==> src/rtl/core/tfuv_pkg.sv <==
// tfuv_pkg: types and constants shared by the text field UTF-8 validator.
// Holds the input/result item structs, the queue entry struct and status codes.
// No dependencies.
`default_nettype none

package tfuv_pkg;

    // Field kinds; also the index of the matching limit register.
    localparam logic [2:0] KIND_OPERATION   = 3'd0;
    localparam logic [2:0] KIND_NAME        = 3'd1;
    localparam logic [2:0] KIND_VERSION     = 3'd2;
    localparam logic [2:0] KIND_DESCRIPTION = 3'd3;
    localparam logic [2:0] KIND_CAPABILITY  = 3'd4;

    localparam int unsigned NUM_LIMITS = 5;

    // Limit register reset values (truncated to the limit width at use).
    localparam logic [31:0] RST_MAX_OPERATION   = 32'd128;
    localparam logic [31:0] RST_MAX_NAME        = 32'd128;
    localparam logic [31:0] RST_MAX_VERSION     = 32'd64;
    localparam logic [31:0] RST_MAX_DESCRIPTION = 32'd1024;
    localparam logic [31:0] RST_MAX_CAPABILITY  = 32'd128;

    // Byte classes
    localparam logic [7:0] BYTE_SPACE = 8'h20;
    localparam logic [7:0] BYTE_DEL   = 8'h7F;
    localparam logic [7:0] BYTE_DOT   = 8'h2E;
    localparam logic [7:0] BYTE_UNDER = 8'h5F;
    localparam logic [7:0] BYTE_DASH  = 8'h2D;
    localparam logic [7:0] BYTE_LC_A  = 8'h61;
    localparam logic [7:0] BYTE_LC_Z  = 8'h7A;
    localparam logic [7:0] BYTE_D0    = 8'h30;
    localparam logic [7:0] BYTE_D9    = 8'h39;

    // Code point bounds
    localparam logic [20:0] CP_MIN_2   = 21'h00080;
    localparam logic [20:0] CP_MIN_3   = 21'h00800;
    localparam logic [20:0] CP_MIN_4   = 21'h10000;
    localparam logic [20:0] CP_MAX     = 21'h10FFFF;
    localparam logic [20:0] CP_SUR_LO  = 21'h0D800;
    localparam logic [20:0] CP_SUR_HI  = 21'h0DFFF;

    typedef enum logic [2:0] {
        ST_OK            = 3'd0,
        ST_EMPTY         = 3'd1,
        ST_TOO_LONG      = 3'd2,
        ST_INVALID_TEXT  = 3'd3,
        ST_EMPTY_SEGMENT = 3'd4,
        ST_NOT_CANONICAL = 3'd5
    } t_status;

    typedef struct packed {
        logic [2:0] field_kind;
        logic       has_byte;
        logic [7:0] data_byte;
        logic       last;
    } t_in_item;

    typedef struct packed {
        t_status    status;
        logic [2:0] kind_out;
    } t_out_item;

    // Classified byte, as queued between front and back.
    typedef struct packed {
        logic [2:0] kind;
        logic       has_byte;
        logic       last;
        logic       is_ctrl;
        logic       is_dot;
        logic       is_canon;
        logic       is_cont;
        logic       lead_bad;
        logic [1:0] lead_cnt;   // continuations announced by a lead byte
        logic [4:0] lead_bits;  // payload bits of a lead byte
        logic [5:0] cont_bits;  // payload bits of a continuation byte
    } t_cls;

endpackage

`default_nettype wire

==> src/rtl/core/tfuv_front.sv <==
// tfuv_front: input handshake and per-byte classification.
// Depends on tfuv_pkg.
`default_nettype none

module tfuv_front (
    input  wire                tfuv_pkg::t_in_item i_item,
    input  wire                i_valid,
    input  wire                i_full,
    output logic               o_stall,
    output logic               o_push,
    output tfuv_pkg::t_cls     o_cls
);

    logic [7:0] b;

    assign b       = i_item.data_byte;
    assign o_stall = i_full;
    assign o_push  = i_valid && !i_full;

    always_comb begin
        o_cls           = '0;
        o_cls.kind      = i_item.field_kind;
        o_cls.has_byte  = i_item.has_byte;
        o_cls.last      = i_item.last;
        o_cls.is_ctrl   = (b < tfuv_pkg::BYTE_SPACE) || (b == tfuv_pkg::BYTE_DEL);
        o_cls.is_dot    = (b == tfuv_pkg::BYTE_DOT);
        o_cls.is_canon  = ((b >= tfuv_pkg::BYTE_LC_A) && (b <= tfuv_pkg::BYTE_LC_Z)) ||
                          ((b >= tfuv_pkg::BYTE_D0) && (b <= tfuv_pkg::BYTE_D9)) ||
                          (b == tfuv_pkg::BYTE_DOT) || (b == tfuv_pkg::BYTE_UNDER) ||
                          (b == tfuv_pkg::BYTE_DASH);
        o_cls.is_cont   = (b[7:6] == 2'b10);
        o_cls.cont_bits = b[5:0];
        // lead byte decode
        unique casez (b)
            8'b0???????: begin
                o_cls.lead_cnt = 2'd0;
            end
            8'b110?????: begin
                o_cls.lead_cnt  = 2'd1;
                o_cls.lead_bits = b[4:0];
            end
            8'b1110????: begin
                o_cls.lead_cnt  = 2'd2;
                o_cls.lead_bits = {1'b0, b[3:0]};
            end
            8'b11110???: begin
                o_cls.lead_cnt  = 2'd3;
                o_cls.lead_bits = {2'b00, b[2:0]};
            end
            default: begin
                o_cls.lead_bad = 1'b1;  // stray continuation or 0xF8..0xFF
            end
        endcase
    end

endmodule

`default_nettype wire

==> src/rtl/core/tfuv_queue.sv <==
// tfuv_queue: small flop-based FIFO between front and back.
// Depends on tfuv_pkg only through its users; generic in width and depth.
`default_nettype none

module tfuv_queue #(
    parameter int unsigned WIDTH = 8,
    parameter int unsigned DEPTH = 4
) (
    input  wire              i_clk,
    input  wire              i_rst_n,
    input  wire              i_push,
    input  wire  [WIDTH-1:0] i_data,
    input  wire              i_pop,
    output logic [WIDTH-1:0] o_head,
    output logic             o_empty,
    output logic             o_full
);

    localparam int unsigned PTR_W = $clog2(DEPTH);
    localparam int unsigned CNT_W = $clog2(DEPTH + 1);

    logic [WIDTH-1:0] r_mem [DEPTH];
    logic [PTR_W-1:0] r_wr_ptr, n_wr_ptr;
    logic [PTR_W-1:0] r_rd_ptr, n_rd_ptr;
    logic [CNT_W-1:0] r_count, n_count;

    assign o_head  = r_mem[r_rd_ptr];
    assign o_empty = (r_count == '0);
    assign o_full  = (r_count == CNT_W'(DEPTH));

    always_comb begin
        n_wr_ptr = r_wr_ptr;
        n_rd_ptr = r_rd_ptr;
        n_count  = r_count;
        if (i_push) begin
            n_wr_ptr = (r_wr_ptr == PTR_W'(DEPTH - 1)) ? '0 : r_wr_ptr + 1'b1;
        end
        if (i_pop) begin
            n_rd_ptr = (r_rd_ptr == PTR_W'(DEPTH - 1)) ? '0 : r_rd_ptr + 1'b1;
        end
        if (i_push && !i_pop) begin
            n_count = r_count + 1'b1;
        end else if (!i_push && i_pop) begin
            n_count = r_count - 1'b1;
        end
    end

    always_ff @(posedge i_clk) begin
        if (!i_rst_n) begin
            r_wr_ptr <= '0;
            r_rd_ptr <= '0;
            r_count  <= '0;
        end else begin
            r_wr_ptr <= n_wr_ptr;
            r_rd_ptr <= n_rd_ptr;
            r_count  <= n_count;
        end
    end

    always_ff @(posedge i_clk) begin
        if (i_push) begin
            r_mem[r_wr_ptr] <= i_data;
        end
    end

    a_no_pop_empty: assert property (@(posedge i_clk) disable iff (!i_rst_n)
        i_pop |-> (r_count != '0))
        else $error("queue popped while empty");

    a_no_push_full: assert property (@(posedge i_clk) disable iff (!i_rst_n)
        (i_push && !i_pop) |-> (r_count != CNT_W'(DEPTH)))
        else $error("queue pushed while full");

endmodule

`default_nettype wire

==> src/rtl/core/tfuv_back.sv <==
// tfuv_back: UTF-8 decode state, length count, dot/charset flags and status.
// Pops classified bytes from the queue; holds the result in an output register.
// Depends on tfuv_pkg.
`default_nettype none

module tfuv_back #(
    parameter int unsigned LENGTH_BITS = 16
) (
    input  wire                                              i_clk,
    input  wire                                              i_rst_n,
    input  wire  tfuv_pkg::t_cls                             i_head,
    input  wire                                              i_empty,
    output logic                                             o_pop,
    input  wire  [tfuv_pkg::NUM_LIMITS-1:0][LENGTH_BITS-1:0] i_limits,
    output logic                                             o_out_valid,
    input  wire                                              i_out_stall,
    output tfuv_pkg::t_out_item                              o_out_item
);

    localparam int unsigned CNT_W = LENGTH_BITS + 1;

    logic [CNT_W-1:0] r_count, n_count;
    logic [1:0]       r_pend, n_pend;
    logic [1:0]       r_seq, n_seq;
    logic [20:0]      r_acc, n_acc;
    logic             r_text_err, n_text_err;
    logic             r_seg_err, n_seg_err;
    logic             r_chr_err, n_chr_err;
    logic             r_prev_dot, n_prev_dot;

    logic                r_out_valid;
    tfuv_pkg::t_out_item r_out_item;

    logic                out_free;
    logic                ident;
    logic [CNT_W-1:0]    limit;
    logic [20:0]         cp;
    logic                cp_bad;
    tfuv_pkg::t_status   status;

    // Non-last bytes always drain; a last byte waits for the result slot.
    assign out_free = !r_out_valid || !i_out_stall;
    assign o_pop    = !i_empty && (!i_head.last || out_free);

    assign ident = (i_head.kind == tfuv_pkg::KIND_OPERATION) ||
                   (i_head.kind == tfuv_pkg::KIND_CAPABILITY);
    assign limit = (i_head.kind < 3'(tfuv_pkg::NUM_LIMITS)) ?
                   {1'b0, i_limits[i_head.kind]} : '0;

    // Code point completed by the current continuation byte.
    assign cp     = {r_acc[14:0], i_head.cont_bits};
    assign cp_bad = ((r_seq == 2'd1) && (cp < tfuv_pkg::CP_MIN_2)) ||
                    ((r_seq == 2'd2) && (cp < tfuv_pkg::CP_MIN_3)) ||
                    ((r_seq == 2'd3) && (cp < tfuv_pkg::CP_MIN_4)) ||
                    (cp > tfuv_pkg::CP_MAX) ||
                    ((cp >= tfuv_pkg::CP_SUR_LO) && (cp <= tfuv_pkg::CP_SUR_HI));

    always_comb begin
        n_count    = r_count;
        n_pend     = r_pend;
        n_seq      = r_seq;
        n_acc      = r_acc;
        n_text_err = r_text_err;
        n_seg_err  = r_seg_err;
        n_chr_err  = r_chr_err;
        n_prev_dot = r_prev_dot;
        status     = tfuv_pkg::ST_OK;

        if (o_pop && i_head.has_byte) begin
            if (i_head.is_ctrl) begin
                n_text_err = 1'b1;
            end
            if ((r_pend != 2'd0) && i_head.is_cont) begin
                n_acc  = cp;
                n_pend = r_pend - 1'b1;
                if (r_pend == 2'd1) begin
                    n_seq = 2'd0;
                    if (cp_bad) begin
                        n_text_err = 1'b1;
                    end
                end
            end else begin
                // abandon an interrupted sequence, then treat as a lead byte
                if (r_pend != 2'd0) begin
                    n_text_err = 1'b1;
                    n_pend     = 2'd0;
                    n_seq      = 2'd0;
                end
                if (i_head.lead_bad) begin
                    n_text_err = 1'b1;
                end else if (i_head.lead_cnt != 2'd0) begin
                    n_pend = i_head.lead_cnt;
                    n_seq  = i_head.lead_cnt;
                    n_acc  = {16'd0, i_head.lead_bits};
                end
            end
            if (i_head.is_dot && ((r_count == '0) || r_prev_dot)) begin
                n_seg_err = 1'b1;
            end
            if (!i_head.is_canon) begin
                n_chr_err = 1'b1;
            end
            n_prev_dot = i_head.is_dot;
            if (!r_count[CNT_W-1]) begin
                n_count = r_count + 1'b1;
            end
        end

        priority if (n_count == '0) begin
            status = tfuv_pkg::ST_EMPTY;
        end else if (n_count > limit) begin
            status = tfuv_pkg::ST_TOO_LONG;
        end else if (n_text_err || (n_pend != 2'd0)) begin
            status = tfuv_pkg::ST_INVALID_TEXT;
        end else if (ident && (n_seg_err || n_prev_dot)) begin
            status = tfuv_pkg::ST_EMPTY_SEGMENT;
        end else if (ident && n_chr_err) begin
            status = tfuv_pkg::ST_NOT_CANONICAL;
        end else begin
            status = tfuv_pkg::ST_OK;
        end

        if (o_pop && i_head.last) begin
            n_count    = '0;
            n_pend     = 2'd0;
            n_seq      = 2'd0;
            n_acc      = '0;
            n_text_err = 1'b0;
            n_seg_err  = 1'b0;
            n_chr_err  = 1'b0;
            n_prev_dot = 1'b0;
        end
    end

    always_ff @(posedge i_clk) begin
        if (!i_rst_n) begin
            r_count     <= '0;
            r_pend      <= 2'd0;
            r_seq       <= 2'd0;
            r_acc       <= '0;
            r_text_err  <= 1'b0;
            r_seg_err   <= 1'b0;
            r_chr_err   <= 1'b0;
            r_prev_dot  <= 1'b0;
            r_out_valid <= 1'b0;
        end else begin
            r_count    <= n_count;
            r_pend     <= n_pend;
            r_seq      <= n_seq;
            r_acc      <= n_acc;
            r_text_err <= n_text_err;
            r_seg_err  <= n_seg_err;
            r_chr_err  <= n_chr_err;
            r_prev_dot <= n_prev_dot;
            if (o_pop && i_head.last) begin
                r_out_valid <= 1'b1;
            end else if (!i_out_stall) begin
                r_out_valid <= 1'b0;
            end
        end
    end

    always_ff @(posedge i_clk) begin
        if (o_pop && i_head.last) begin
            r_out_item.status   <= status;
            r_out_item.kind_out <= i_head.kind;
        end
    end

    assign o_out_valid = r_out_valid;
    assign o_out_item  = r_out_item;

    a_field_cleared: assert property (@(posedge i_clk) disable iff (!i_rst_n)
        (o_pop && i_head.last) |=> ((r_count == '0) && (r_pend == 2'd0) && !r_text_err))
        else $error("field state not cleared after last byte");

    a_pend_within_seq: assert property (@(posedge i_clk) disable iff (!i_rst_n)
        r_pend <= r_seq)
        else $error("pending continuations exceed sequence length");

endmodule

`default_nettype wire

==> src/rtl/core/text_field_utf8_validator.sv <==
// text_field_utf8_validator: top level of the text field validator.
// Instantiates tfuv_front, tfuv_queue and tfuv_back; holds the limit registers.
// Depends on tfuv_pkg.
//
//  Channel  | Direction | Handshake                    | Payload
//  ---------+-----------+------------------------------+------------------------------
//  in       | in        | i_in_valid / o_in_stall      | i_in_item  (tfuv_pkg::t_in_item)
//  out      | out       | o_out_valid / i_out_stall    | o_out_item (tfuv_pkg::t_out_item)
//  cfg      | in        | i_cfg_valid / o_cfg_ready    | i_cfg_index, i_cfg_data
//
//  One item per cycle while nothing stalls: the front classifies a byte and pushes it
//  into a QUEUE_DEPTH-entry queue, and the back pops one queued byte per cycle.
//  When nothing stalls, the status of a field passes through the queue entry,
//  written when its last item is accepted, and then the output register, written
//  when the back pops that entry, before it is on o_out.
//  Reset (synchronous, active low) clears field state and the queue and loads the
//  default limits; no clearing pass is needed.
//  A stalled status holds the back only at the next last byte; earlier bytes keep
//  draining, and the input stalls once the queue is full.
//  Configuration is always ready; a write to an index past the list is ignored.
`default_nettype none

module text_field_utf8_validator #(
    parameter int unsigned LENGTH_BITS = 16,
    parameter int unsigned QUEUE_DEPTH = 4
) (
    input  wire                          i_clk,
    input  wire                          i_rst_n,
    // item input
    input  wire                          i_in_valid,
    output logic                         o_in_stall,
    input  wire  tfuv_pkg::t_in_item     i_in_item,
    // status output
    output logic                         o_out_valid,
    input  wire                          i_out_stall,
    output tfuv_pkg::t_out_item          o_out_item,
    // configuration writes
    input  wire                          i_cfg_valid,
    output logic                         o_cfg_ready,
    input  wire  [2:0]                   i_cfg_index,
    input  wire  [LENGTH_BITS-1:0]       i_cfg_data
);

    localparam int unsigned CLS_W = $bits(tfuv_pkg::t_cls);

    logic [tfuv_pkg::NUM_LIMITS-1:0][LENGTH_BITS-1:0] r_limits;

    logic           push;
    logic           pop;
    logic           q_empty;
    logic           q_full;
    tfuv_pkg::t_cls cls_in;
    tfuv_pkg::t_cls cls_head;
    logic [CLS_W-1:0] head_bits;

    assign o_cfg_ready = 1'b1;

    // Limit registers; index equals the field kind they serve.
    always_ff @(posedge i_clk) begin
        if (!i_rst_n) begin
            r_limits[tfuv_pkg::KIND_OPERATION] <=
                tfuv_pkg::RST_MAX_OPERATION[LENGTH_BITS-1:0];
            r_limits[tfuv_pkg::KIND_NAME] <=
                tfuv_pkg::RST_MAX_NAME[LENGTH_BITS-1:0];
            r_limits[tfuv_pkg::KIND_VERSION] <=
                tfuv_pkg::RST_MAX_VERSION[LENGTH_BITS-1:0];
            r_limits[tfuv_pkg::KIND_DESCRIPTION] <=
                tfuv_pkg::RST_MAX_DESCRIPTION[LENGTH_BITS-1:0];
            r_limits[tfuv_pkg::KIND_CAPABILITY] <=
                tfuv_pkg::RST_MAX_CAPABILITY[LENGTH_BITS-1:0];
        end else if (i_cfg_valid && o_cfg_ready &&
                     (i_cfg_index < 3'(tfuv_pkg::NUM_LIMITS))) begin
            r_limits[i_cfg_index] <= i_cfg_data;
        end
    end

    // Front: handshake and byte classification
    tfuv_front u_front (
        .i_item  (i_in_item),
        .i_valid (i_in_valid),
        .i_full  (q_full),
        .o_stall (o_in_stall),
        .o_push  (push),
        .o_cls   (cls_in)
    );

    // Decoupling queue
    tfuv_queue #(
        .WIDTH (CLS_W),
        .DEPTH (QUEUE_DEPTH)
    ) u_queue (
        .i_clk   (i_clk),
        .i_rst_n (i_rst_n),
        .i_push  (push),
        .i_data  (cls_in),
        .i_pop   (pop),
        .o_head  (head_bits),
        .o_empty (q_empty),
        .o_full  (q_full)
    );

    assign cls_head = tfuv_pkg::t_cls'(head_bits);

    // Back: decode state, flags, status and result register
    tfuv_back #(
        .LENGTH_BITS (LENGTH_BITS)
    ) u_back (
        .i_clk       (i_clk),
        .i_rst_n     (i_rst_n),
        .i_head      (cls_head),
        .i_empty     (q_empty),
        .o_pop       (pop),
        .i_limits    (r_limits),
        .o_out_valid (o_out_valid),
        .i_out_stall (i_out_stall),
        .o_out_item  (o_out_item)
    );

    a_result_needs_input: assert property (@(posedge i_clk) disable iff (!i_rst_n)
        $rose(o_out_valid) |-> $past(!q_empty))
        else $error("status produced with no queued item");

endmodule

`default_nettype wire
==> config.mk <==
export PLATFORM = sky130hd
export DESIGN_NAME = text_field_utf8_validator
export DESIGN_NICKNAME = d
export VERILOG_FILES = /design/src/rtl/core/tfuv_pkg.sv /design/src/rtl/core/tfuv_front.sv /design/src/rtl/core/tfuv_queue.sv /design/src/rtl/core/tfuv_back.sv /design/src/rtl/core/text_field_utf8_validator.sv
export SDC_FILE = /design/constraint.sdc
export NUM_CORES = 1
export LEC_CHECK = 0
export BUFFER_PORTS_ARGS = -buffer_cell sky130_fd_sc_hd__clkbuf_2
export CORE_MARGIN = 4
export CORE_UTILIZATION = 41
export CTS_BUF_LIST = sky130_fd_sc_hd__clkbuf_4
export DETAILED_ROUTE_END_ITERATION = 16
export PLACE_DENSITY = 0.57
export SLEW_MARGIN = 10
export SYNTH_ARGS = -nofsm -noshare
export SYNTH_HDL_FRONTEND = slang
export SYNTH_SLANG_ARGS = --single-unit
==> constraint.sdc <==
create_clock -name i_clk -period 4.9 [get_ports i_clk]
set_clock_uncertainty 0.05 [all_clocks]
set_input_delay 0.98 -clock i_clk [delete_from_list [all_inputs] [get_ports i_clk]]
set_output_delay 0.98 -clock i_clk [all_outputs]
set_load 0.01 [all_outputs]
==> qor.txt, run 1 <==
outcome -> finished clean
largest net degree at the start of global routing -> 47
P_leak -> 4.22 nW
vias in the first global route -> 7273
Cells after Synth -> 943
Cell variety after synth -> 66
Post-synth EDFFs -> 98
largest family of logic cells by synthesized area -> simple AND/OR/NAND/NOR gates
critical path class -> reg2reg
Synth Net Count -> 1006
Final min period -> 4.36 ns
sequential share of the synthesized area -> 53.6%
CTS tree -> yes
adder-cell share of the synthesized area -> 3.22%
drt wl/cell -> 17.0 µm
Max Cap Viol -> 0
Critical Path Sink Type -> flop
synth-to-layout area growth -> 12.9%
Die Y -> 167 µm
gr usage total -> 16.8%
CTS H-tree lvls -> 2
number of nets in the layout -> 1083
total routed wirelength -> 23500 µm
total CTS buffers -> 57
die area -> 27900 µm²
Least-Margin Pin Slew -> 0.934 ns
Seq pwr share -> 41.5%
period utilization -> 89.0%
highest clock rate -> 0.229 GHz
clock share of power -> 28.2%
# setup viols final -> 0
Vias -> 7288
Initial Utilization -> 42.1%
Tightest Hold Check Type -> reg2reg
Slew HR -> 37.6%
drt pass-1 iters -> 5
CP peak stage delay -> 0.61 ns
total power density per cell area -> 471 nW/µm²
Clock Sink Count -> 228
grt ovf -> 0
area leader, netlist -> edfxtp_1
vias per cell -> 5.26
Simple-Gate Fraction of Synth Area -> 17.4%
multiplexer share of the synthesized area -> 9.91%
Synth area leaders -> edfxtp_1, dfxtp_1, mux4_2
Synth Area in Compound Gates -> 11.6%
Synth Area in XOR/XNOR -> 1.69%
first-pass GRT wire length -> 38400 µm
Synth Flop Type -> dfxtp_1
row cnt -> 57
synthesis-stage register bit count -> 228
CP max-delay cell -> mux4_1
WHS -> 0.399 ns
final hold violation count -> 0
fraction of layout cells with a size suffix above 1 -> 19.4%
Residual DRC -> 0
ys async rst share -> 0%
Startpoint Class -> flop
commonest non-fill, non-tap cells in the layout -> nand2_1, dfxtp_1, edfxtp_1
Avg Inst Size Synth -> 11.0 µm²
Yosys Warn Count -> 0
dpl hpwl -> 15500 µm
Worst EP arrival -> 4.71 ns
antenna-violating nets left -> 0
postcts setup bufs -> 0
Root Buffer -> clkbuf_4
Max Buffers Root-to-Sink -> 3
commonest non-fill, non-tap cell in the layout -> nand2_1
Net Sw Frac -> 33.4%
RSZ-0062 raised after global routing -> no
worst ir drop on vdd -> 0.311 mV
P_sw -> 0.00184 W
Comb power frac -> 30.3%
PostCTS Resize Cnt -> 0
Clock Pin Slew Worst Setup and Hold Paths -> 0.06 ns
IO Count -> 46
hold-fix buffers at CTS -> 0
post-synthesis instance area -> 10400 µm²
CP Cell Sequence -> mux4_1, or2_2, nor2_1, buf_4, a22oi_1, ha_1, nand4_1, nor4_2, o21ai_0, o41ai_1, a311oi_1, a2bb2oi_1, nor2_1, and4b_1
Critical Path RT -> 5.26 ns
Core Box Area -> 24600 µm²
setup_tns -> 0 ns
routability cong. -> 0.880
input/output buffers -> 44
Crit Path Max Fanout -> 15
Die X -> 167 µm
Slew Limit Fails -> 0
most used cell, CP -> nor2_1
initial antenna violation count -> 1
Clock Latency Late Sink -> 0.70 ns
area share of the largest cell type after synthesis -> 28.4%
Power Internal -> 0.00366 W
Initial DRC Count -> 425
[cell usage after synthesis, types with 10 or more instances]
cell type	instances
a21boi_0	78
a21oi_1	20
a22oi_1	15
and2_1	12
clkbuf_1	39
dfxtp_1	130
edfxtp_1	98
ha_1	25
inv_1	16
mux2i_1	17
mux4_2	33
nand2_1	193
nand3_1	35
nor2_1	39
nor2b_1	31
nor3_1	11
o21ai_0	15
xnor2_1	10
xor2_1	10
[through the flow]
step | area, µm² | total power, W | setup WS (ns) | util (%) | instances
after floorplan | 10400 | 0.00351 | 0.726 | - | 943
after global placement | 11000 | 0.00399 | 0.368 | 44.6 | 1285
after detailed placement | 11000 | 0.00401 | 0.192 | 44.6 | 1285
after CTS | 11700 | 0.00558 | 0.339 | 47.5 | 1385
after global routing | 11700 | 0.00588 | 0.196 | 47.5 | 1386
final | 11700 | 0.00550 | 0.541 | 47.5 | 1386
[cell families (layout without fill, tap and decap cells)]
group / after synthesis / count (layout)
compound gates: 167 / 167
xor+xnor: 20 / 20
fa+ha+maj: 26 / 26
buf+inv: 66 / 184
flops: 228 / 228
mux: 56 / 56
other cells: 1 / 2
simple gates: 379 / 379
[state kept, by name, indices dropped and copies added, names as in the netlist, 3 cells and up, named ones only]
name	cells
u_back.o_out_item	6
u_queue.r_count	3
u_back.r_count	17
r_limits	80
u_back.r_acc	15
u_queue.r_mem	92
[area by class of cell]
class	instances	area, µm²
multi-input combinational	649	4560
sequential	228	5550
fill	2335	12900
clock inverter	15	78.8
timing repair buffer	68	400
inverter	16	60.1
tap	324	405
clock buffer	85	638
antenna	1	2.50
[power groups by stage]
stage / Sequential [W] / Combinational (W) / Clock [W]
after global placement: 0.00232 / 0.00166 / 0
final: 0.00228 / 0.00167 / 0.00155
after CTS: 0.00228 / 0.00169 / 0.00161
after global routing: 0.00230 / 0.00185 / 0.00172
after detailed placement: 0.00233 / 0.00168 / 0
after floorplan: 0.00230 / 0.00121 / 0
[worst paths after layout]
path                                                            to  cells past startpoint                     startpoint  slack, ns
worst max-delay path            u_back.o_out_item[5]$_SDFFCE_PP0P_                     14                           flop       0.54
worst min register to register       u_back.r_acc[13]$_SDFFE_PP0P_                      2  u_back.r_acc[13]$_SDFFE_PP0P_       0.40
worst max register to register  u_back.o_out_item[5]$_SDFFCE_PP0P_                     14                           flop       0.54
worst min-delay path                 u_back.r_acc[13]$_SDFFE_PP0P_                      2  u_back.r_acc[13]$_SDFFE_PP0P_       0.40
[routing by layer]
metal | vias to the layer above | global-route usage (%) | routed length [µm] | share of wire (%)
li1 | 3607 | - | - | -
met1 | 3476 | 24.2 | 11500 | 49
met2 | 162 | 25.9 | 10500 | 44
met3 | 43 | 3.03 | 1090 | 4.6
met4 | 0 | 5.16 | 494 | 2.1
met5 | - | 0 | 0 | 0
[critical path: cells and delay by family (launching register included)]
kind	cells	cell delay, ns
AO/OA/AOI/OAI	5	0.95
adder cells (fa/ha/maj)	1	0.33
buffers and inverters	1	0.25
flip-flops	1	0.51
multiplexers	1	0.61
AND/OR/NAND/NOR	6	1.42
(Power assumes the default switching activity.)
==> inputs of run 2 (changes only) <==
--- a/config.mk
+++ b/config.mk
@@ -14,4 +14,5 @@
 export SLEW_MARGIN = 10
 export SYNTH_ARGS = -nofsm -noshare
 export SYNTH_HDL_FRONTEND = slang
+export SYNTH_HIERARCHICAL = 1
 export SYNTH_SLANG_ARGS = --single-unit
==> qor.txt, run 2 <==
Vias -> 6919 (-5.1%)
Worst Min Path Start -> u_back/r_acc[11]$_SDFFE_PP0P_
Cell variety after synth -> 66 (unchanged)
WL met1 -> 11300 µm (-1.9%)
Clock Pin Slew Worst Setup and Hold Paths -> 0.07 ns (about the same)
hold-fix buffers at CTS -> 0 (unchanged)
Clock Latency Late Sink -> 0.71 ns (about the same)
worst reg2reg path depth -> 11 (-3)
Power Internal -> 0.00384 W (+4.8%)
Seq pwr share -> 40.7% (-0.8 points)
Final WS setup -> 0.900 ns (+0.358 ns)
Avg Inst Size Synth -> 11.8 µm² (+7.8%)
grt ovf -> 0 (unchanged)
setup_tns -> 0 ns (unchanged)
RSZ-0062 raised after global routing -> no
Root Buffer -> clkbuf_4
Die Y -> 168 µm (+0.43%)
CTS H-tree lvls -> 2 (unchanged)
Critical Path RT -> 5.29 ns (+0.03 ns)
number of nets in the layout -> 1012 (-6.6%)
Non-Filler Instances -> 1330 (-4.0%)
postcts setup bufs -> 0 (unchanged)
synth cell count leaders -> nand2_1, dfxtp_1, edfxtp_1, mux2i_1, a21oi_1
Largest register FFs -> 92 (unchanged)
total CTS buffers -> 61 (+7.0%)
Synth Net Count -> 947 (-5.9%)
Synth Flop Type -> dfxtp_1
placed cells -> 1215 (-5.4%)
Max Buffers Root-to-Sink -> 3 (unchanged)
ys async rst share -> 0% (unchanged)
fraction of layout cells with a size suffix above 1 -> 20.9% (+1.5 points)
Clock Sink Count -> 228 (unchanged)
input/output buffers -> 44 (unchanged)
Initial DRC Count -> 454 (+6.8%)
highest clock rate -> 0.250 GHz (+9.0%)
commonest non-fill, non-tap cell in the layout -> nand2_1
most frequent cell after synthesis -> nand2_1
met2 wire len -> 10300 µm (-2.0%)
Yosys Warn Count -> 6 (+6)
commonest non-fill, non-tap cells in the layout -> nand2_1, dfxtp_1, clkbuf_4
worst ir drop on vdd -> 0.313 mV (+0.71%)
Comb power frac -> 28.4% (-1.9 points)
critical path class -> reg2reg
area share of the largest cell type after synthesis -> 28.2% (-0.25 points)
Max Cap Viol -> 0 (unchanged)
vias per cell -> 5.20 (-1.1%)
PostCTS Resize Cnt -> 0 (unchanged)
hold path cells -> 2 (unchanged)
Synth area leaders -> edfxtp_1, dfxtp_1, mux2i_1
Die X -> 168 µm (+0.43%)
Multi-input gate area -> 4480 µm² (-1.7%)
Core Box Area -> 25100 µm² (+2.0%)
initial antenna violation count -> 1 (unchanged)
sequential share of the synthesized area -> 53.1% (-0.47 points)
post-synthesis instance area -> 10400 µm² (+0.89%)
Util after Layout -> 46.6% (-0.93 points)
Slew HR -> 27.2% (-10 points)
pre-CTS WS -> 0.888 ns (+0.697 ns)
Startpoint Class -> flop
Least-Margin Pin Slew -> 1.09 ns (+0.159 ns)
largest net degree at the start of global routing -> 67 (+43%)
final hold violation count -> 0 (unchanged)
row cnt -> 58 (+1.8%)
P_leak -> 4.57 nW (+8.5%)
IO Count -> 46 (unchanged)
first-pass GRT wire length -> 37300 µm (-2.8%)
Max Used Layer -> met4
vias in the first global route -> 6929 (-4.7%)
Post-synth EDFFs -> 98 (unchanged)
Slew Limit Fails -> 0 (unchanged)
die area -> 28100 µm² (+0.85%)
Worst Hold End -> u_back/r_acc[11]$_SDFFE_PP0P_
drt wl/cell -> 17.2 µm (+1.4%)
Net Sw Frac -> 32.1% (-1.4 points)
Initial Utilization -> 41.6% (-0.48 points)
CTS tree -> yes
routability cong. -> 0.837 (-5.0%)
internal reg-to-reg setup slack -> 0.90 ns (+0.36 ns)
Final min period -> 4.00 ns (-0.358 ns)
gr usage total -> 16.4% (-0.37 points)
# setup viols final -> 0 (unchanged)
outcome -> finished clean
wire length on met3 -> 988 µm (-9.6%)
Cells after Synth -> 883 (-6.4%)
largest registers -> u_queue/r_mem (92), r_limits (80), u_back/r_count (17)
drt pass-1 iters -> 5 (unchanged)
antenna-violating nets left -> 0 (unchanged)
dpl hpwl -> 15000 µm (-3.0%)
register area -> 5550 µm² (unchanged)
period utilization -> 81.6% (-7.3 points)
P_sw -> 0.00181 W (-1.4%)
total power density per cell area -> 483 nW/µm² (+2.7%)
fillcell total -> 2392 (+2.4%)
largest register by flop count -> u_queue/r_mem
WHS -> 0.401 ns (+0.00193 ns)
synth-to-layout area growth -> 12.0%
Crit Path Max Fanout -> 13 (-2)
Worst EP arrival -> 4.39 ns (-0.32 ns)
Critical Path Sink Type -> flop
Tightest Hold Check Type -> reg2reg
clock share of power -> 30.9% (+2.7 points)
total routed wirelength -> 22900 µm (-2.7%)
Residual DRC -> 0 (unchanged)
reg2reg end -> u_back/o_out_item[3]$_SDFFCE_PP1P_
area leader, netlist -> edfxtp_1
synthesis-stage register bit count -> 228 (unchanged)
-- run 2: worst max path at each step --
stage                                                    end  from  cells after the start
after global routing      u_back/o_out_item[4]$_SDFFCE_PP0P_  flop                     12
after global placement    u_back/o_out_item[3]$_SDFFCE_PP1P_  flop                     11
after CTS                 u_back/o_out_item[3]$_SDFFCE_PP1P_  flop                     11
after floorplan           u_back/o_out_item[4]$_SDFFCE_PP0P_  flop                     14
after detailed placement  u_back/o_out_item[3]$_SDFFCE_PP1P_  flop                     11
final                     u_back/o_out_item[3]$_SDFFCE_PP1P_  flop                     11
-- run 2: logic make-up after synthesis --
kind of cell,count (synthesis),share of synthesized area [%]
flops,228,53.1
simple gates,318,15.5
other cells,1,0.0359
buf+inv,76,4.15
mux,125,16.8
fa+ha+maj,27,3.31
compound gates,97,6.22
xor+xnor,11,0.922
-- run 2: final cells by class --
class,instances,area share (%)
Multi-Input combinational cell,579,38.3
Clock buffer,99,6.36
Sequential cell,228,47.4
Antenna cell,2,0.0428
Timing Repair Buffer,61,3.00
Clock inverter,14,0.792
Tap cell,330,3.53
Inverter,17,0.546
-- run 2: power groups by stage --
stage                     Combinational [W]  Sequential [W]  Clock [W]
final                               0.00161         0.00230    0.00174
after global routing                0.00179         0.00232    0.00191
after CTS                           0.00164         0.00230    0.00181
after detailed placement            0.00164         0.00234          0
after global placement              0.00163         0.00234          0
after floorplan                     0.00126         0.00230          0
-- run 2: worst max-delay path, cell delays in order (launching register included) --
cell and delay (ns):
dfxtp_1 0.58, mux4_2 0.61, and3_1 0.36, nor4_1 0.41, xnor2_1 0.29, inv_1 0.11
ha_1 0.32, nand4_1 0.15, a211oi_1 0.27, o31ai_1 0.11, a41o_1 0.26, a32o_1 0.22
-- run 2: metrics by stage --
step | area (µm²) | power, W
finish | 11700 | 0.00565
global route | 11700 | 0.00602
CTS | 11700 | 0.00575
detailed placement | 10900 | 0.00398
global placement | 10900 | 0.00397
floorplan | 10400 | 0.00357
-- run 2: per-layer routing --
metal  vias to the layer above  track usage (%)
met3                        35             3.54
met4                         0             4.90
met2                       145             25.1
met5                         -                0
li1                       3414                -
met1                      3325             23.5
==> inputs of run 3 (changes only) <==
--- a/config.mk
+++ b/config.mk
@@ -5,6 +5,7 @@
 export SDC_FILE = /design/constraint.sdc
 export NUM_CORES = 1
 export LEC_CHECK = 0
+export ABC_AREA = 1
 export BUFFER_PORTS_ARGS = -buffer_cell sky130_fd_sc_hd__clkbuf_2
 export CORE_MARGIN = 4
 export CORE_UTILIZATION = 41
==> constraint.sdc (replaced) <==
create_clock -name i_clk -period 4 [get_ports i_clk]
set_clock_uncertainty 0.05 [all_clocks]
set_input_delay 0.8 -clock i_clk [delete_from_list [all_inputs] [get_ports i_clk]]
set_output_delay 0.8 -clock i_clk [all_outputs]
set_load 0.01 [all_outputs]
==> qor.txt, run 3 <==
critical path class -> reg2reg
highest clock rate -> 0.271 GHz (+8.4%)
vias per cell -> 5.09 (-2.1%)
Cell variety after synth -> 47 (-29%)
initial antenna violation count -> 1 (unchanged)
multiplexer share of the synthesized area -> 0% (-17 points)
total CTS buffers -> 60 (-1.6%)
Critical Path RT -> 4.50 ns (-0.79 ns)
post-synthesis instance area -> 11100 µm² (+6.1%)
Largest register FFs -> 92 (unchanged)
Synth Area in XOR/XNOR -> 0.768% (-0.15 points)
largest family of logic cells by synthesized area -> simple AND/OR/NAND/NOR gates
stages on the worst setup path -> 17 (+6)
outcome -> finished clean
Critical Path Sink Type -> flop
ys async rst share -> 0% (unchanged)
critical path's top delay family -> compound AO/OA/AOI/OAI gates
drt wl/cell -> 15.5 µm (-10%)
vias in the first global route -> 8677 (+25%)
Slew HR -> 22.3% (-4.9 points)
reg2reg end -> u_back/o_out_item[5]$_SDFFCE_PP0P_
CP Cell Sequence -> buf_4, o21ai_0, o22ai_1, clkinv_1, nor3_1, buf_4, a22oi_1, ha_1, a21oi_1, nor2_1, nor3_1, nand2_1, nand2_1, nand2_1, a21oi_1, nand3_1, a21oi_1
Vias -> 9246 (+34%)
CTS H-tree lvls -> 2 (unchanged)
Cells after Synth -> 1378 (+56%)
Startpoint Class -> flop
sequential share of the synthesized area -> 50.0% (-3.1 points)
Worst EP arrival -> 4.19 ns (-0.20 ns)
CP peak stage delay -> 0.46 ns (-0.15 ns)
total routed wirelength -> 28100 µm (+23%)
Initial Utilization -> 42.1% (+0.46 points)
fraction of layout cells with a size suffix above 1 -> 14.4% (-6.5 points)
Synth area leaders -> edfxtp_1, dfxtp_1, nor2_1
Clock Sink Count -> 228 (unchanged)
Worst Min Path Start -> i_in_item[10]
dpl hpwl -> 18200 µm (+21%)
synthesis-stage register bit count -> 228 (unchanged)
Final WS setup -> 0.309 ns (-0.591 ns)
Core Box Area -> 26400 µm² (+5.0%)
Max Buffers Root-to-Sink -> 3 (unchanged)
largest registers -> u_queue/r_mem (92), r_limits (80), u_back/r_count (17)
setup_tns -> 0 ns (unchanged)
Synth Flop Type -> dfxtp_1
commonest non-fill, non-tap cells in the layout -> nor2_1, nand2_1, dfxtp_1
Initial DRC Count -> 595 (+31%)
worst ir drop on vdd -> 0.391 mV (+25%)
largest register by flop count -> u_queue/r_mem
Die Y -> 172 µm (+2.9%)
Avg Inst Size Synth -> 8.04 µm² (-32%)
hold-fix buffers at CTS -> 0 (unchanged)
most frequent cell after synthesis -> nor2_1
pre-CTS WS -> 0.366 ns (-0.522 ns)
grt ovf -> 0 (unchanged)
synth cell count leaders -> nor2_1, nand2_1, dfxtp_1, nand3_1, edfxtp_1
largest net degree at the start of global routing -> 61 (-9.0%)
total power density per cell area -> 641 nW/µm² (+33%)
Clock Pin Slew Worst Setup and Hold Paths -> 0.07 ns (about the same)
Simple-Gate Fraction of Synth Area -> 27.7% (+12 points)
Tightest Hold Check Type -> in2reg
Final Power -> 0.00783 W (+39%)
die area -> 29700 µm² (+5.8%)
area leader, netlist -> edfxtp_1
Synth Area in Compound Gates -> 10.3% (+4.1 points)
# setup viols final -> 0 (unchanged)
Die X -> 172 µm (+2.9%)
commonest non-fill, non-tap cell in the layout -> nor2_1
Least-Margin Pin Slew -> 1.16 ns (+0.0723 ns)
Worst Hold End -> u_queue/r_mem[1][20]$_DFFE_PP_
Yosys Warn Count -> 6 (unchanged)
Clock Latency Late Sink -> 0.73 ns (+0.02 ns)
Final min period -> 3.69 ns (-0.309 ns)
routability cong. -> 0.852 (+1.8%)
postcts setup bufs -> 0 (unchanged)
P_leak -> 5.04 nW (+10%)
area share of the largest cell type after synthesis -> 26.6% (-1.6 points)
Synth Net Count -> 1442 (+52%)
synth-to-layout area growth -> 10.2%
input/output buffers -> 44 (unchanged)
Post-synth EDFFs -> 98 (unchanged)
IO Count -> 46 (unchanged)
number of nets in the layout -> 1493 (+48%)
worst reg2reg path depth -> 17 (+6)
first-pass GRT wire length -> 45000 µm (+21%)
Slew Limit Fails -> 0 (unchanged)
CP max-delay cell -> dfxtp_1
adder-cell share of the synthesized area -> 3.12% (-0.19 points)
row cnt -> 59 (+1.7%)
gr usage total -> 18.8% (+2.4 points)
CTS tree -> yes
CP Buf/Inv Count -> 3 (+2)
Crit Path Max Fanout -> 19 (+6)
period utilization -> 92.3% (+11 points)
antenna-violating nets left -> 0 (unchanged)
Max Cap Viol -> 0 (unchanged)
Root Buffer -> clkbuf_4
Residual DRC -> 0 (unchanged)
hold path cells -> 1 (-1)
internal reg-to-reg setup slack -> 0.31 ns (-0.59 ns)
drt pass-1 iters -> 5 (unchanged)
final hold violation count -> 0 (unchanged)
==> run 3: area by class of cell <==
cell class | instances | area (µm²)
Antenna cell | 2 | 5.00
Clock buffer | 85 | 638
Clock inverter | 26 | 118
Fill cell | 2652 | 14100
Inverter | 107 | 409
Multi-Input combinational cell | 963 | 4660
Sequential cell | 228 | 5550
Tap cell | 335 | 419
Timing Repair Buffer | 69 | 412
==> run 3: timing repair <==
item,4_1_cts,5_1_grt
gates resized for setup,0,1
hold endpoints to repair,0,0
setup endpoints to repair,0,2
==> run 3: routing by layer <==
layer | global-route usage [%] | part of all wire (%) | vias up
met3 | 3.54 | 5.4 | 35
met1 | 26.7 | 48 | 4289
met5 | 0 | 0 | -
met4 | 5.37 | 1.5 | 0
met2 | 29.2 | 45 | 228
li1 | - | - | 4694
==> run 3: stage by stage <==
stage	util (%)	area, µm²	hold slack, ns	instances
3_5_place_dp	43.4	11400	0.407	1702
3_3_place_gp	43.4	11400	0.399	1702
4_1_cts	46.3	12200	0.186	1813
6_report	46.3	12200	0.249	1815
2_1_floorplan	-	11100	0.379	1378
5_1_grt	46.3	12200	0.203	1815
==> run 3: worst max-delay path by stage <==
stage / slack (ns) / end / startpoint
finish: 0.31 / u_back/o_out_item[5]$_SDFFCE_PP0P_ / flop
global route: -0.008 / u_back/o_out_item[5]$_SDFFCE_PP0P_ / flop
CTS: 0.32 / u_back/o_out_item[4]$_SDFFCE_PP0P_ / flop
detailed placement: 0.37 / u_back/o_out_item[5]$_SDFFCE_PP0P_ / flop
global placement: 0.45 / u_back/o_out_item[5]$_SDFFCE_PP0P_ / flop
floorplan: 0.84 / u_back/o_out_item[5]$_SDFFCE_PP0P_ / flop
==> run 3: power breakdown <==
part | internal, W | switching [W]
Clock | 0.000990 | 0.000976
Combinational | 0.000947 | 0.00204
Sequential | 0.00272 | 0.000151
==> run 3: cells by family after synthesis <==
| kind of cell | count (synthesis) |
|---|---|
| fa+ha+maj | 27 |
| simple gates | 716 |
| other cells | 1 |
| xor+xnor | 8 |
| flops | 228 |
| compound gates | 211 |
| buf+inv | 187 |
